<file path="config.mk">
export PLATFORM = sky130hd
export DESIGN_NAME = mpeg_audio_header_decoder
export DESIGN_NICKNAME = d
export VERILOG_FILES = /design/src/rtl/mahd_pkg.sv /design/src/rtl/mahd_decode.sv /design/src/rtl/mahd_frame_size.sv /design/src/rtl/mpeg_audio_header_decoder.sv
export SDC_FILE = /design/constraint.sdc
export NUM_CORES = 1
export LEC_CHECK = 0
export ABC_CLOCK_PERIOD_IN_PS = 8000
export BUFFER_PORTS_ARGS = -buffer_cell sky130_fd_sc_hd__buf_2
export CAP_MARGIN = 20
export CORE_ASPECT_RATIO = 1.2
export CORE_MARGIN = 2
export CORE_UTILIZATION = 45
export DETAILED_ROUTE_END_ITERATION = 10
export REMOVE_ABC_BUFFERS = 1
export SLEW_MARGIN = 20
export SYNTH_ARGS = -nofsm -noshare
export SYNTH_HDL_FRONTEND = slang
export SYNTH_SLANG_ARGS = --single-unit
</file>
<file path="constraint.sdc">
create_clock -name clk_i -period 8 [get_ports clk_i]
set_input_delay 1.6 -clock clk_i [delete_from_list [all_inputs] [get_ports clk_i]]
set_output_delay 1.6 -clock clk_i [all_outputs]
set_load 0.05 [all_outputs]
</file>
<file path="src/rtl/mahd_pkg.sv">
// Package for the MPEG audio header decoder.
// Holds field codes, status codes, the bitrate and sample-rate tables, and the
// stage records passed between the decode and frame-size modules.
package mahd_pkg;

  localparam logic [1:0] VER_MPEG25 = 2'd0;
  localparam logic [1:0] VER_RSVD   = 2'd1;
  localparam logic [1:0] VER_MPEG2  = 2'd2;
  localparam logic [1:0] VER_MPEG1  = 2'd3;

  localparam logic [1:0] LAYER_RSVD = 2'd0;
  localparam logic [1:0] LAYER_3    = 2'd1;
  localparam logic [1:0] LAYER_2    = 2'd2;
  localparam logic [1:0] LAYER_1    = 2'd3;

  localparam logic [3:0] BRI_FREE = 4'd0;
  localparam logic [3:0] BRI_BAD  = 4'hF;
  localparam logic [1:0] SRI_RSVD = 2'd3;
  localparam logic [1:0] MODE_MONO = 2'd3;

  // ceil(2^27 / 147); exact floor division for products below 2^20
  localparam int unsigned   RECIP_SHIFT = 27;
  localparam logic [19:0]   RECIP_147   = 20'd913046;

  typedef enum logic [2:0] {
    ST_OK        = 3'd0,
    ST_BAD_VER   = 3'd1,
    ST_BAD_LAYER = 3'd2,
    ST_BAD_RATE  = 3'd3,
    ST_BAD_SRATE = 3'd4
  } status_e;

  // divisor left after factoring the sample rate into base * 2^shift
  typedef enum logic [1:0] {
    DIV_ONE = 2'd0,
    DIV_TWO = 2'd1,
    DIV_147 = 2'd2
  } div_e;

  localparam logic [8:0] BR_TAB [0:4][0:13] = '{
    '{9'd32, 9'd40, 9'd48, 9'd56, 9'd64, 9'd80, 9'd96, 9'd112, 9'd128, 9'd160,
      9'd192, 9'd224, 9'd256, 9'd320},
    '{9'd32, 9'd48, 9'd56, 9'd64, 9'd80, 9'd96, 9'd112, 9'd128, 9'd160, 9'd192,
      9'd224, 9'd256, 9'd320, 9'd384},
    '{9'd32, 9'd64, 9'd96, 9'd128, 9'd160, 9'd192, 9'd224, 9'd256, 9'd288,
      9'd320, 9'd352, 9'd384, 9'd416, 9'd448},
    '{9'd8, 9'd16, 9'd24, 9'd32, 9'd40, 9'd48, 9'd56, 9'd64, 9'd80, 9'd96,
      9'd112, 9'd128, 9'd144, 9'd160},
    '{9'd32, 9'd48, 9'd56, 9'd64, 9'd80, 9'd96, 9'd112, 9'd128, 9'd144, 9'd160,
      9'd176, 9'd192, 9'd224, 9'd256}
  };

  function automatic logic [15:0] srate_lookup(logic [1:0] ver, logic [1:0] sri);
    logic [15:0] hz;
    hz = 16'd0;
    unique case ({ver, sri})
      {VER_MPEG25, 2'd0}: hz = 16'd11025;
      {VER_MPEG25, 2'd1}: hz = 16'd12000;
      {VER_MPEG25, 2'd2}: hz = 16'd8000;
      {VER_MPEG2, 2'd0}:  hz = 16'd22050;
      {VER_MPEG2, 2'd1}:  hz = 16'd24000;
      {VER_MPEG2, 2'd2}:  hz = 16'd16000;
      {VER_MPEG1, 2'd0}:  hz = 16'd44100;
      {VER_MPEG1, 2'd1}:  hz = 16'd48000;
      {VER_MPEG1, 2'd2}:  hz = 16'd32000;
      default:            hz = 16'd0;
    endcase
    return hz;
  endfunction

  typedef struct packed {
    status_e     status;
    logic [1:0]  version_code;
    logic [1:0]  layer_code;
    logic [8:0]  bitrate_kbps;
    logic [15:0] sample_rate_hz;
    logic [10:0] samples_per_frame;
    logic [1:0]  crc_bytes;
    logic [5:0]  side_info_bytes;
    logic [10:0] mult;
    div_e        div_sel;
    logic [1:0]  shift;
    logic        pad;
    logic        slot4;
  } hdr_t;

  typedef struct packed {
    status_e     status;
    logic [1:0]  version_code;
    logic [1:0]  layer_code;
    logic [8:0]  bitrate_kbps;
    logic [15:0] sample_rate_hz;
    logic [10:0] samples_per_frame;
    logic [11:0] frame_bytes;
    logic [1:0]  crc_bytes;
    logic [5:0]  side_info_bytes;
  } res_t;

endpackage

</file>
<file path="src/rtl/mahd_decode.sv">
// First pipeline stage: field extraction, status check and table lookups.
// Depends on mahd_pkg.
module mahd_decode import mahd_pkg::*; (
  input  logic        clk_i,
  input  logic        rst_ni,
  input  logic        in_valid_i,
  output logic        in_stall_o,
  input  logic [31:0] header_word_i,
  output logic        dec_valid_o,
  input  logic        dec_ready_i,
  output hdr_t        dec_o
);

  logic       v_q;
  logic       ready;
  hdr_t       hdr_d, hdr_q;

  logic [1:0] ver, lay, sri, mode;
  logic [3:0] bri, bidx;
  logic [2:0] row;
  logic [1:0] cidx;
  status_e    st;

  assign ver  = header_word_i[20:19];
  assign lay  = header_word_i[18:17];
  assign bri  = header_word_i[15:12];
  assign sri  = header_word_i[11:10];
  assign mode = header_word_i[7:6];
  assign bidx = bri - 4'd1;

  always_comb begin
    if (ver == VER_RSVD) begin
      st = ST_BAD_VER;
    end else if (lay == LAYER_RSVD) begin
      st = ST_BAD_LAYER;
    end else if (bri == BRI_FREE || bri == BRI_BAD) begin
      st = ST_BAD_RATE;
    end else if (sri == SRI_RSVD) begin
      st = ST_BAD_SRATE;
    end else begin
      st = ST_OK;
    end
  end

  always_comb begin
    if (ver == VER_MPEG1) begin
      row = 3'(lay - 2'd1);
    end else if (lay == LAYER_1) begin
      row = 3'd4;
    end else begin
      row = 3'd3;
    end
    // coefficient class: 0 -> 12000, 1 -> 144000, 2 -> 72000
    if (lay == LAYER_1) begin
      cidx = 2'd0;
    end else if (lay == LAYER_2 || ver == VER_MPEG1) begin
      cidx = 2'd1;
    end else begin
      cidx = 2'd2;
    end
  end

  always_comb begin
    hdr_d = '0;
    hdr_d.status       = st;
    hdr_d.version_code = ver;
    hdr_d.layer_code   = lay;
    hdr_d.crc_bytes    = header_word_i[16] ? 2'd0 : 2'd2;
    hdr_d.div_sel      = DIV_ONE;
    if (st == ST_OK) begin
      hdr_d.bitrate_kbps   = BR_TAB[row][bidx];
      hdr_d.sample_rate_hz = srate_lookup(ver, sri);
      hdr_d.pad            = header_word_i[9];
      hdr_d.slot4          = (lay == LAYER_1);
      if (ver == VER_MPEG1) begin
        hdr_d.shift = 2'd2;
      end else if (ver == VER_MPEG2) begin
        hdr_d.shift = 2'd1;
      end else begin
        hdr_d.shift = 2'd0;
      end
      unique case (lay)
        LAYER_1: hdr_d.samples_per_frame = 11'd384;
        LAYER_2: hdr_d.samples_per_frame = 11'd1152;
        default: begin
          if (ver == VER_MPEG1) begin
            hdr_d.samples_per_frame = 11'd1152;
            hdr_d.side_info_bytes   = (mode == MODE_MONO) ? 6'd17 : 6'd32;
          end else begin
            hdr_d.samples_per_frame = 11'd576;
            hdr_d.side_info_bytes   = (mode == MODE_MONO) ? 6'd9 : 6'd17;
          end
        end
      endcase
      // hz = base * 2^shift with base 12000, 8000 or 11025
      unique case (sri)
        2'd1: begin
          hdr_d.div_sel = DIV_ONE;
          hdr_d.mult = (cidx == 2'd0) ? 11'd1 : (cidx == 2'd1) ? 11'd12 : 11'd6;
        end
        2'd2: begin
          hdr_d.div_sel = DIV_TWO;
          hdr_d.mult = (cidx == 2'd0) ? 11'd3 : (cidx == 2'd1) ? 11'd36 : 11'd18;
        end
        default: begin
          hdr_d.div_sel = DIV_147;
          hdr_d.mult = (cidx == 2'd0) ? 11'd160 : (cidx == 2'd1) ? 11'd1920 : 11'd960;
        end
      endcase
    end
  end

  assign ready      = !v_q || dec_ready_i;
  assign in_stall_o = !ready;

  always_ff @(posedge clk_i or negedge rst_ni) begin
    if (!rst_ni) begin
      v_q <= 1'b0;
    end else if (ready) begin
      v_q <= in_valid_i;
    end
  end

  always_ff @(posedge clk_i) begin
    if (ready && in_valid_i) begin
      hdr_q <= hdr_d;
    end
  end

  assign dec_valid_o = v_q;
  assign dec_o       = hdr_q;

endmodule

</file>
<file path="src/rtl/mahd_frame_size.sv">
// Second and third pipeline stages: frame length from bitrate and sample rate.
// Multiply by a per-case factor, then divide by 1, 2 or 147 via reciprocal.
// Depends on mahd_pkg.
module mahd_frame_size import mahd_pkg::*; (
  input  logic clk_i,
  input  logic rst_ni,
  input  logic hdr_valid_i,
  output logic hdr_ready_o,
  input  hdr_t hdr_i,
  output logic res_valid_o,
  input  logic res_ready_i,
  output res_t res_o
);

  logic        v2_q, v3_q;
  logic        ready2, ready3;
  hdr_t        h2_q, h3_q;
  logic [19:0] x_d, x2_q, x3_q;
  logic [39:0] p_d, p3_q;

  logic [19:0] quot, quot_sh, slots, fbytes;

  assign x_d = 20'(hdr_i.bitrate_kbps) * 20'(hdr_i.mult);
  assign p_d = 40'(x2_q) * 40'(RECIP_147);

  assign ready3      = !v3_q || res_ready_i;
  assign ready2      = !v2_q || ready3;
  assign hdr_ready_o = ready2;

  always_ff @(posedge clk_i or negedge rst_ni) begin
    if (!rst_ni) begin
      v2_q <= 1'b0;
      v3_q <= 1'b0;
    end else begin
      if (ready2) begin
        v2_q <= hdr_valid_i;
      end
      if (ready3) begin
        v3_q <= v2_q;
      end
    end
  end

  always_ff @(posedge clk_i) begin
    if (ready2 && hdr_valid_i) begin
      h2_q <= hdr_i;
      x2_q <= x_d;
    end
    if (ready3 && v2_q) begin
      h3_q <= h2_q;
      x3_q <= x2_q;
      p3_q <= p_d;
    end
  end

  always_comb begin
    case (h3_q.div_sel)
      DIV_TWO: quot = x3_q >> 1;
      DIV_147: quot = 20'(p3_q[39:RECIP_SHIFT]);
      default: quot = x3_q;
    endcase
    quot_sh = quot >> h3_q.shift;
    slots   = quot_sh + 20'(h3_q.pad);
    fbytes  = h3_q.slot4 ? (slots << 2) : slots;
  end

  always_comb begin
    res_o.status            = h3_q.status;
    res_o.version_code      = h3_q.version_code;
    res_o.layer_code        = h3_q.layer_code;
    res_o.bitrate_kbps      = h3_q.bitrate_kbps;
    res_o.sample_rate_hz    = h3_q.sample_rate_hz;
    res_o.samples_per_frame = h3_q.samples_per_frame;
    res_o.frame_bytes       = fbytes[11:0];
    res_o.crc_bytes         = h3_q.crc_bytes;
    res_o.side_info_bytes   = h3_q.side_info_bytes;
  end

  assign res_valid_o = v3_q;

endmodule

</file>
<file path="src/rtl/mpeg_audio_header_decoder.sv">
// MPEG audio frame header decoder, top level.
// Stages from input request to result: decode, multiply, reciprocal multiply,
// output register. Throughput: one request per cycle while out_stall_i is low;
// a stall holds every occupied stage and bubbles are squeezed out.
// Reset clears all stage valid bits; data registers are not reset.
// Depends on mahd_pkg, mahd_decode and mahd_frame_size.
module mpeg_audio_header_decoder import mahd_pkg::*; (
  input  logic        clk_i,
  input  logic        rst_ni,
  input  logic        in_valid_i,
  output logic        in_stall_o,
  input  logic [31:0] header_word_i,
  output logic        out_valid_o,
  input  logic        out_stall_i,
  output logic [2:0]  status_o,
  output logic [1:0]  version_code_o,
  output logic [1:0]  layer_code_o,
  output logic [8:0]  bitrate_kbps_o,
  output logic [15:0] sample_rate_hz_o,
  output logic [10:0] samples_per_frame_o,
  output logic [11:0] frame_bytes_o,
  output logic [1:0]  crc_bytes_o,
  output logic [5:0]  side_info_bytes_o
);

  logic dec_valid, dec_ready;
  hdr_t dec_hdr;
  logic res_valid, res_ready;
  res_t res;

  logic out_valid_q;
  res_t out_q;

  mahd_decode u_decode (
    .clk_i,
    .rst_ni,
    .in_valid_i,
    .in_stall_o,
    .header_word_i,
    .dec_valid_o (dec_valid),
    .dec_ready_i (dec_ready),
    .dec_o       (dec_hdr)
  );

  mahd_frame_size u_frame_size (
    .clk_i,
    .rst_ni,
    .hdr_valid_i (dec_valid),
    .hdr_ready_o (dec_ready),
    .hdr_i       (dec_hdr),
    .res_valid_o (res_valid),
    .res_ready_i (res_ready),
    .res_o       (res)
  );

  assign res_ready = !out_valid_q || !out_stall_i;

  always_ff @(posedge clk_i or negedge rst_ni) begin
    if (!rst_ni) begin
      out_valid_q <= 1'b0;
    end else if (res_ready) begin
      out_valid_q <= res_valid;
    end
  end

  always_ff @(posedge clk_i) begin
    if (res_ready && res_valid) begin
      out_q <= res;
    end
  end

  assign out_valid_o         = out_valid_q;
  assign status_o            = 3'(out_q.status);
  assign version_code_o      = out_q.version_code;
  assign layer_code_o        = out_q.layer_code;
  assign bitrate_kbps_o      = out_q.bitrate_kbps;
  assign sample_rate_hz_o    = out_q.sample_rate_hz;
  assign samples_per_frame_o = out_q.samples_per_frame;
  assign frame_bytes_o       = out_q.frame_bytes;
  assign crc_bytes_o         = out_q.crc_bytes;
  assign side_info_bytes_o   = out_q.side_info_bytes;

endmodule

</file>
# Yosys cells after proc, flatten, opt, wreduce, memory -nomap -nowiden
# Memories as Yosys holds them, arrays and structs flattened. A register that Yosys moved wholly into a read port is not among the register bits.
# Cells that the tools add are included.
dict set report totals {
  regBits 328
  mem_bits_ro 1248
  in_bits 36
  elab_cells 134
  memories 2
}
dict set report op_classes {
  add_sub_neg 3
  multipliers 2
  order_cmp 2
  eq_ne 13
  n_shift 1
  muxes 30
  bitwise_logic 3
  n_reduce_logical 23
}
# memory words width read_ports rd_clocked_by_memory_dff wr line_no
set mem_list {}
lappend mem_list {{(name not given)} 8 126 1 0 0 mahd_decode.sv:71} ;# hdr_d.bitrate_kbps = BR_TAB[row][bidx];
lappend mem_list {{(name not given)} 16 15 1 1 0 mahd_pkg.sv:56} ;# unique case ({ver, sri})
# cell n
set op_table {}
lappend op_table {{$mux 126} 2}
lappend op_table {{$mux 11} 5}
lappend op_table {{$pmux 20 s2} 1}
lappend op_table {{$mul 20x19->39 const B} 1}
lappend op_table {{$bmux 9 s4} 1}
lappend op_table {{$pmux 13 s2} 1}
lappend op_table {{$pmux 11 s2} 1}
lappend op_table {{$mul 9x11->20} 1}
lappend op_table {{$shr 20x2->12} 1}
lappend op_table {{$mux 3} 6}
lappend op_table {{$mux 6} 3}
lappend op_table {{$mux 9} 2}
lappend op_table {{$eq 2x2->1 const B} 8}
lappend op_table {{$add 12x1->12} 1}
lappend op_table {{$mux 12} 1}
lappend op_table {{$eq 2x1->1 const B} 4}
lappend op_table {{$mux 2} 4}
lappend op_table {{$logic_not 1->1} 7}
lappend op_table {{$logic_or 1x1->1} 6}
lappend op_table {{$ge 5x5->1 const B} 1}
lappend op_table {{$mux 5} 1}
lappend op_table {{$not 4->5} 1}
lappend op_table {{$eq 4x4->1 const B} 1}
lappend op_table {{$ge 4x4->1 const B} 1}
lappend op_table {{12 further kinds} 16}

# Longest topological paths before layout
dict set report depth {
  depth_word 10
  depth_mapped 21
  mapped_depth_nobuf 20
}

# Hierarchy
# From an unflattened synthesis, not the netlist that was laid out.
dict set report unflattened {
  hier_cells 1879
  area_unflattened_um2 22330.2
}
# module n_inst cells_each area_per_inst_um2 seq_area_each_um2
set modules_own_cells {}
lappend modules_own_cells {mahd_frame_size 1 1491 17046.3 4944.7}
lappend modules_own_cells {mahd_decode 1 321 3344.5 1556.5}
lappend modules_own_cells {mpeg_audio_header_decoder 1 67 1939.4 1916.8}

# Worst setup path after synthesis
# Ideal clock, no wire load.
dict set report synth_path {
  path_type {register to register}
  startpoint {register u_frame_size.x2_q[4]}
  endpoint {register u_frame_size.p3_q[36], data pin}
  setup_ps 258
  t_arrival_ps 5443
  t_required_ps 7742
  path_slack_ps 2299
  path_stages_with_launch 19
  period_less_slack_ps 5701
  cell_sequence {edfxtp_1 > inv_1 > fa_1 > fa_1 > fa_1 > inv_1 > fa_1 > fa_1 > inv_1 > fa_1 > inv_1 > ha_1 > nand3_1 > a311o_1 > a2111o_1 > a2bb2oi_1 > o211ai_1 > a21oi_1 > xnor2_1}
}
dict set report synth_between {
  elab_chain_cells 1
}
# item line_no
set synth_rtl {}
lappend synth_rtl {{start, declared} mahd_frame_size.sv:18} ;# logic [19:0] x_d, x2_q, x3_q;
lappend synth_rtl {{start signal, assigned} mahd_frame_size.sv:47} ;# x2_q <= x_d;
lappend synth_rtl {{$mul 20x19->39} mahd_frame_size.sv:24} ;# assign p_d = 40'(x2_q) * 40'(RECIP_147);
lappend synth_rtl {{named net u_frame_size.p_d[36]} mahd_frame_size.sv:19} ;# logic [39:0] p_d, p3_q;
lappend synth_rtl {{end signal, assigned} mahd_frame_size.sv:52} ;# p3_q <= p_d;
lappend synth_rtl {{end, declared} mahd_frame_size.sv:19}
# The timed path passes the listed nets, and every way through them passes these cells.
# A chain may end at the register's enable or synchronous reset.

# Worst setup path in the final report
dict set report layout_path {
  startpoint {register u_frame_size.x2_q[11]}
  endpoint {register u_frame_size.p3_q[32], data pin}
}
# The elaborated chain is that of the path after synthesis.

==> impl_metrics.env <==
export IMPL_clock_sink_count=230
export IMPL_die_h_um=229.3
export IMPL_min_period_ns=6.587
export IMPL_instances_no_fill=2278
export IMPL_crit_fanout=6
export IMPL_critical_path_slowest_cell="edfxtp_1"
export IMPL_antenna_violations_before_repair=0
export IMPL_detail_route_antenna_nets=0
export IMPL_critPathTopFamily="adder cells"
export IMPL_placed_area_mm2=0.02007
export IMPL_post_cts_buffers=0
export IMPL_worst_slew_pin_transition_ns=0.9294
export IMPL_dieWidth_um=191.7
export IMPL_cp_num_cells=18
export IMPL_antenna_diode_count=0
export IMPL_core_area_mm2=0.04176
export IMPL_layout_drive_gt1_share=0.08776
export IMPL_worst_setup_path_type="reg2reg"
export IMPL_syn_inst=1601
export IMPL_row_count=82
export IMPL_synth_async_sr_flop_share=0.01739
export IMPL_setup_worst_path_start_class="flip-flop"
export IMPL_resized_cells_post_cts=0
export IMPL_maxSlewHeadroom=0.3791
export IMPL_area_growth_syn_to_layout_pct=10.22
export IMPL_ff2ff_setup_slack_ns=1.41
export IMPL_design_area_mm2=0.02098
export IMPL_synth_cell_types=79
export IMPL_avgRoutedWirePerCell_um=15.99
export IMPL_crit_path_max_incr_delay_ns=0.60
export IMPL_first_iter_violations=548
export IMPL_largest_net_degree_at_the_start_of_global_routing=60
export IMPL_clock_latency_ns=0.52
export IMPL_synth_warnings=0
export IMPL_place_congestion=0.8864
export IMPL_layout_cells_most_common="inv_1"
export IMPL_post_cts_hold_buffer_count=0
export IMPL_synth_yosys_seq_area_share=0.3618
export IMPL_number_of_slew_limit_violations_in_the_final_report=0
export IMPL_globalRoute_totalOverflow=0
export IMPL_crit_path_buffers_inverters=4
export IMPL_synth_edf_count=226
export IMPL_cts_htree_levels=1
export IMPL_crit_path_cell_trace="inv_1, fa_1, inv_1, fa_1, fa_1, fa_1, fa_1, inv_1, fa_1, inv_1, ha_1, and3_1, o21ai_0, o211a_1, o221ai_1, a31oi_1, o21bai_1, xor2_1"
export IMPL_drv_max_cap_violation_count=0
export IMPL_synthAdderAreaFrac=0.3685
export IMPL_finish_net_count=2176
export IMPL_worstPathRequired_ns=8.26
export IMPL_number_of_global_route_vias_before_repair=11790
export IMPL_die_area_mm2=0.04397
export IMPL_synth_compound_area_frac=0.06909
export IMPL_cts_buffer_depth=3
export IMPL_synth_simple_gate_area_share=0.07198
export IMPL_worstPathArrival_ns=6.84
export IMPL_fillCellCount=3727
export IMPL_synthXorXnorAreaFrac=0.01795
export IMPL_fin_setup_tns_ns=0
export IMPL_worstRegToRegCells=18
export IMPL_cts_buffers=26
export IMPL_ctsRootBufferMaster="clkbuf_16"
export IMPL_route_detailed_drc=0
export IMPL_design_portCount=101
export IMPL_timing_fmax_mhz=151.8
export IMPL_rsz_0062_raised_after_global_routing="false"
export IMPL_layout_worst_path_cycle_share=0.8234
export IMPL_placed_cells_incl_taps=2230
export IMPL_hold_class="reg2reg"
export IMPL_setup_worst_path_end_class="flip-flop"
export IMPL_initial_utilization=0.4558
export IMPL_setup_viol_count_final=0
export IMPL_gr_usage_all_layers=0.1752
export IMPL_run_status="finished clean"
export IMPL_grt_first_pass_wirelength_um=61000
export IMPL_post_synth_cell_area_avg_um2=11.89
export IMPL_combinational_family_with_the_most_area_after_synthesis="adder cells"
export IMPL_yosys_mux_area_fraction=0.02222
export IMPL_synth_top_flop_cell="edfxtp_1"
export IMPL_drtPass1Iterations=5
export IMPL_detailed_place_hpwl_um=29570
export IMPL_num_vias=11320
export IMPL_mapped_cell_area_mm2=0.01903
export IMPL_finalHoldViolations=0
export IMPL_final_core_util=0.5024
export IMPL_cts_tree="built"
export IMPL_routed_via_density=4.969
export IMPL_flops_latches_synth=230
export IMPL_crit_top_cell="fa_1"
export IMPL_skew_ns=0.01444
export IMPL_totalWireLength_um=36410
export IMPL_worst_hold_path_cells=0
export IMPL_layout_cells_most_common_list="inv_1, edfxtp_1, fa_1"
export IMPL_cts_reportedPaths_clkPinSlew_ns=0.06
export IMPL_io_buffer_count=69
==> worst reg2reg max path, cell delays in order (launching register included) <==
cell and delay (ns):
edfxtp_1 0.60, inv_1 0.32, fa_1 0.56, inv_1 0.05, fa_1 0.57, fa_1 0.46
fa_1 0.54, fa_1 0.59, inv_1 0.08, fa_1 0.53, inv_1 0.04, ha_1 0.30
and3_1 0.15, o21ai_0 0.26, o211a_1 0.28, o221ai_1 0.17, a31oi_1 0.52, o21bai_1 0.13
xor2_1 0.16
==> sequential cells by signal, summed over array words and instances (netlist names), 2 cells and up <==
name                 flops
layer_code_o             2
sample_rate_hz_o        14
samples_per_frame_o      4
u_frame_size.res_o      36
u_frame_size.p3_q       13
version_code_o           2
u_frame_size.x2_q       17
frame_bytes_o           12
status_o                 3
u_frame_size.x3_q       13
u_frame_size.h3_q        6
u_decode.dec_o          51
side_info_bytes_o        4
bitrate_kbps_o           6
u_frame_size.h2_q       42
==> worst paths after layout <==
check | end | startpoint
setup / recovery | u_frame_size.p3_q[32]$_DFFE_PP_ | u_frame_size.x2_q[11]$_DFFE_PP_
hold / removal | u_frame_size.h3_q[3]$_DFFE_PP_ | u_frame_size.h2_q[3]$_DFFE_PP_
setup reg to reg | u_frame_size.p3_q[32]$_DFFE_PP_ | u_frame_size.x2_q[11]$_DFFE_PP_
hold reg to reg | u_frame_size.h3_q[3]$_DFFE_PP_ | u_frame_size.h2_q[3]$_DFFE_PP_
max in group asynchronous | u_frame_size.v2_q$_DFFE_PN0P_ | rst_ni
min in group asynchronous | out_valid_o$_DFFE_PN0P_ | rst_ni
==> routing by layer <==
layer  GRT usage  wire (um)  up-vias
met3     0.01624       1128       49
met1      0.2406      16130     5646
met4     0.04543       1019        0
met5           0          0        -
li1            -          -     5437
met2      0.2985      18140      187
==> cell families (layout without fill, tap and decap cells) <==
family | count (synthesis) | count (layout)
adders and majority gates | 428 | 428
buffers and inverters | 419 | 496
and+or+nand+nor | 269 | 269
DFF | 230 | 230
AOI/OAI and AO/OA | 188 | 188
xor gates and xnor gates | 39 | 39
muxes | 26 | 26
other | 2 | 56
==> synthesized netlist by cell type, types with 11 or more instances <==
master	n	area share
and3_1	12	0.0039
edfxtp_1	226	0.36
ha_1	207	0.14
clkbuf_1	20	0.0039
nor2_1	54	0.011
nand3_1	17	0.0045
buf_4	17	0.0067
a21oi_1	42	0.011
inv_1	372	0.073
nand2_1	72	0.014
fa_1	221	0.23
o21ai_0	33	0.0087
nand2b_1	11	0.0036
and2_1	38	0.012
xnor2_1	29	0.013
nor3_1	25	0.0066
==> metrics by stage <==
step                      setup WS [ns]  hold slack (ns)
after global placement            1.485           0.4012
after floorplan                   2.299           0.4003
after global routing              1.126           0.4221
final                             1.413           0.4152
after detailed placement          1.443           0.4045
after CTS                         1.400           0.4165
==> layout make-up <==
type	count	area, um2	area share
clock buffers	32	694.4	0.03310
clock inverters	16	216.5	0.01032
inverters	373	1414	0.06739
multi-input cells	1006	10700	0.5098
flip-flops and latches	230	6887	0.3282
well taps	546	683.2	0.03256
repair buffers	75	390.4	0.01861
Power is not shown: default switching activity piles up to over one toggle a cycle in this logic, so the estimate is an artifact.
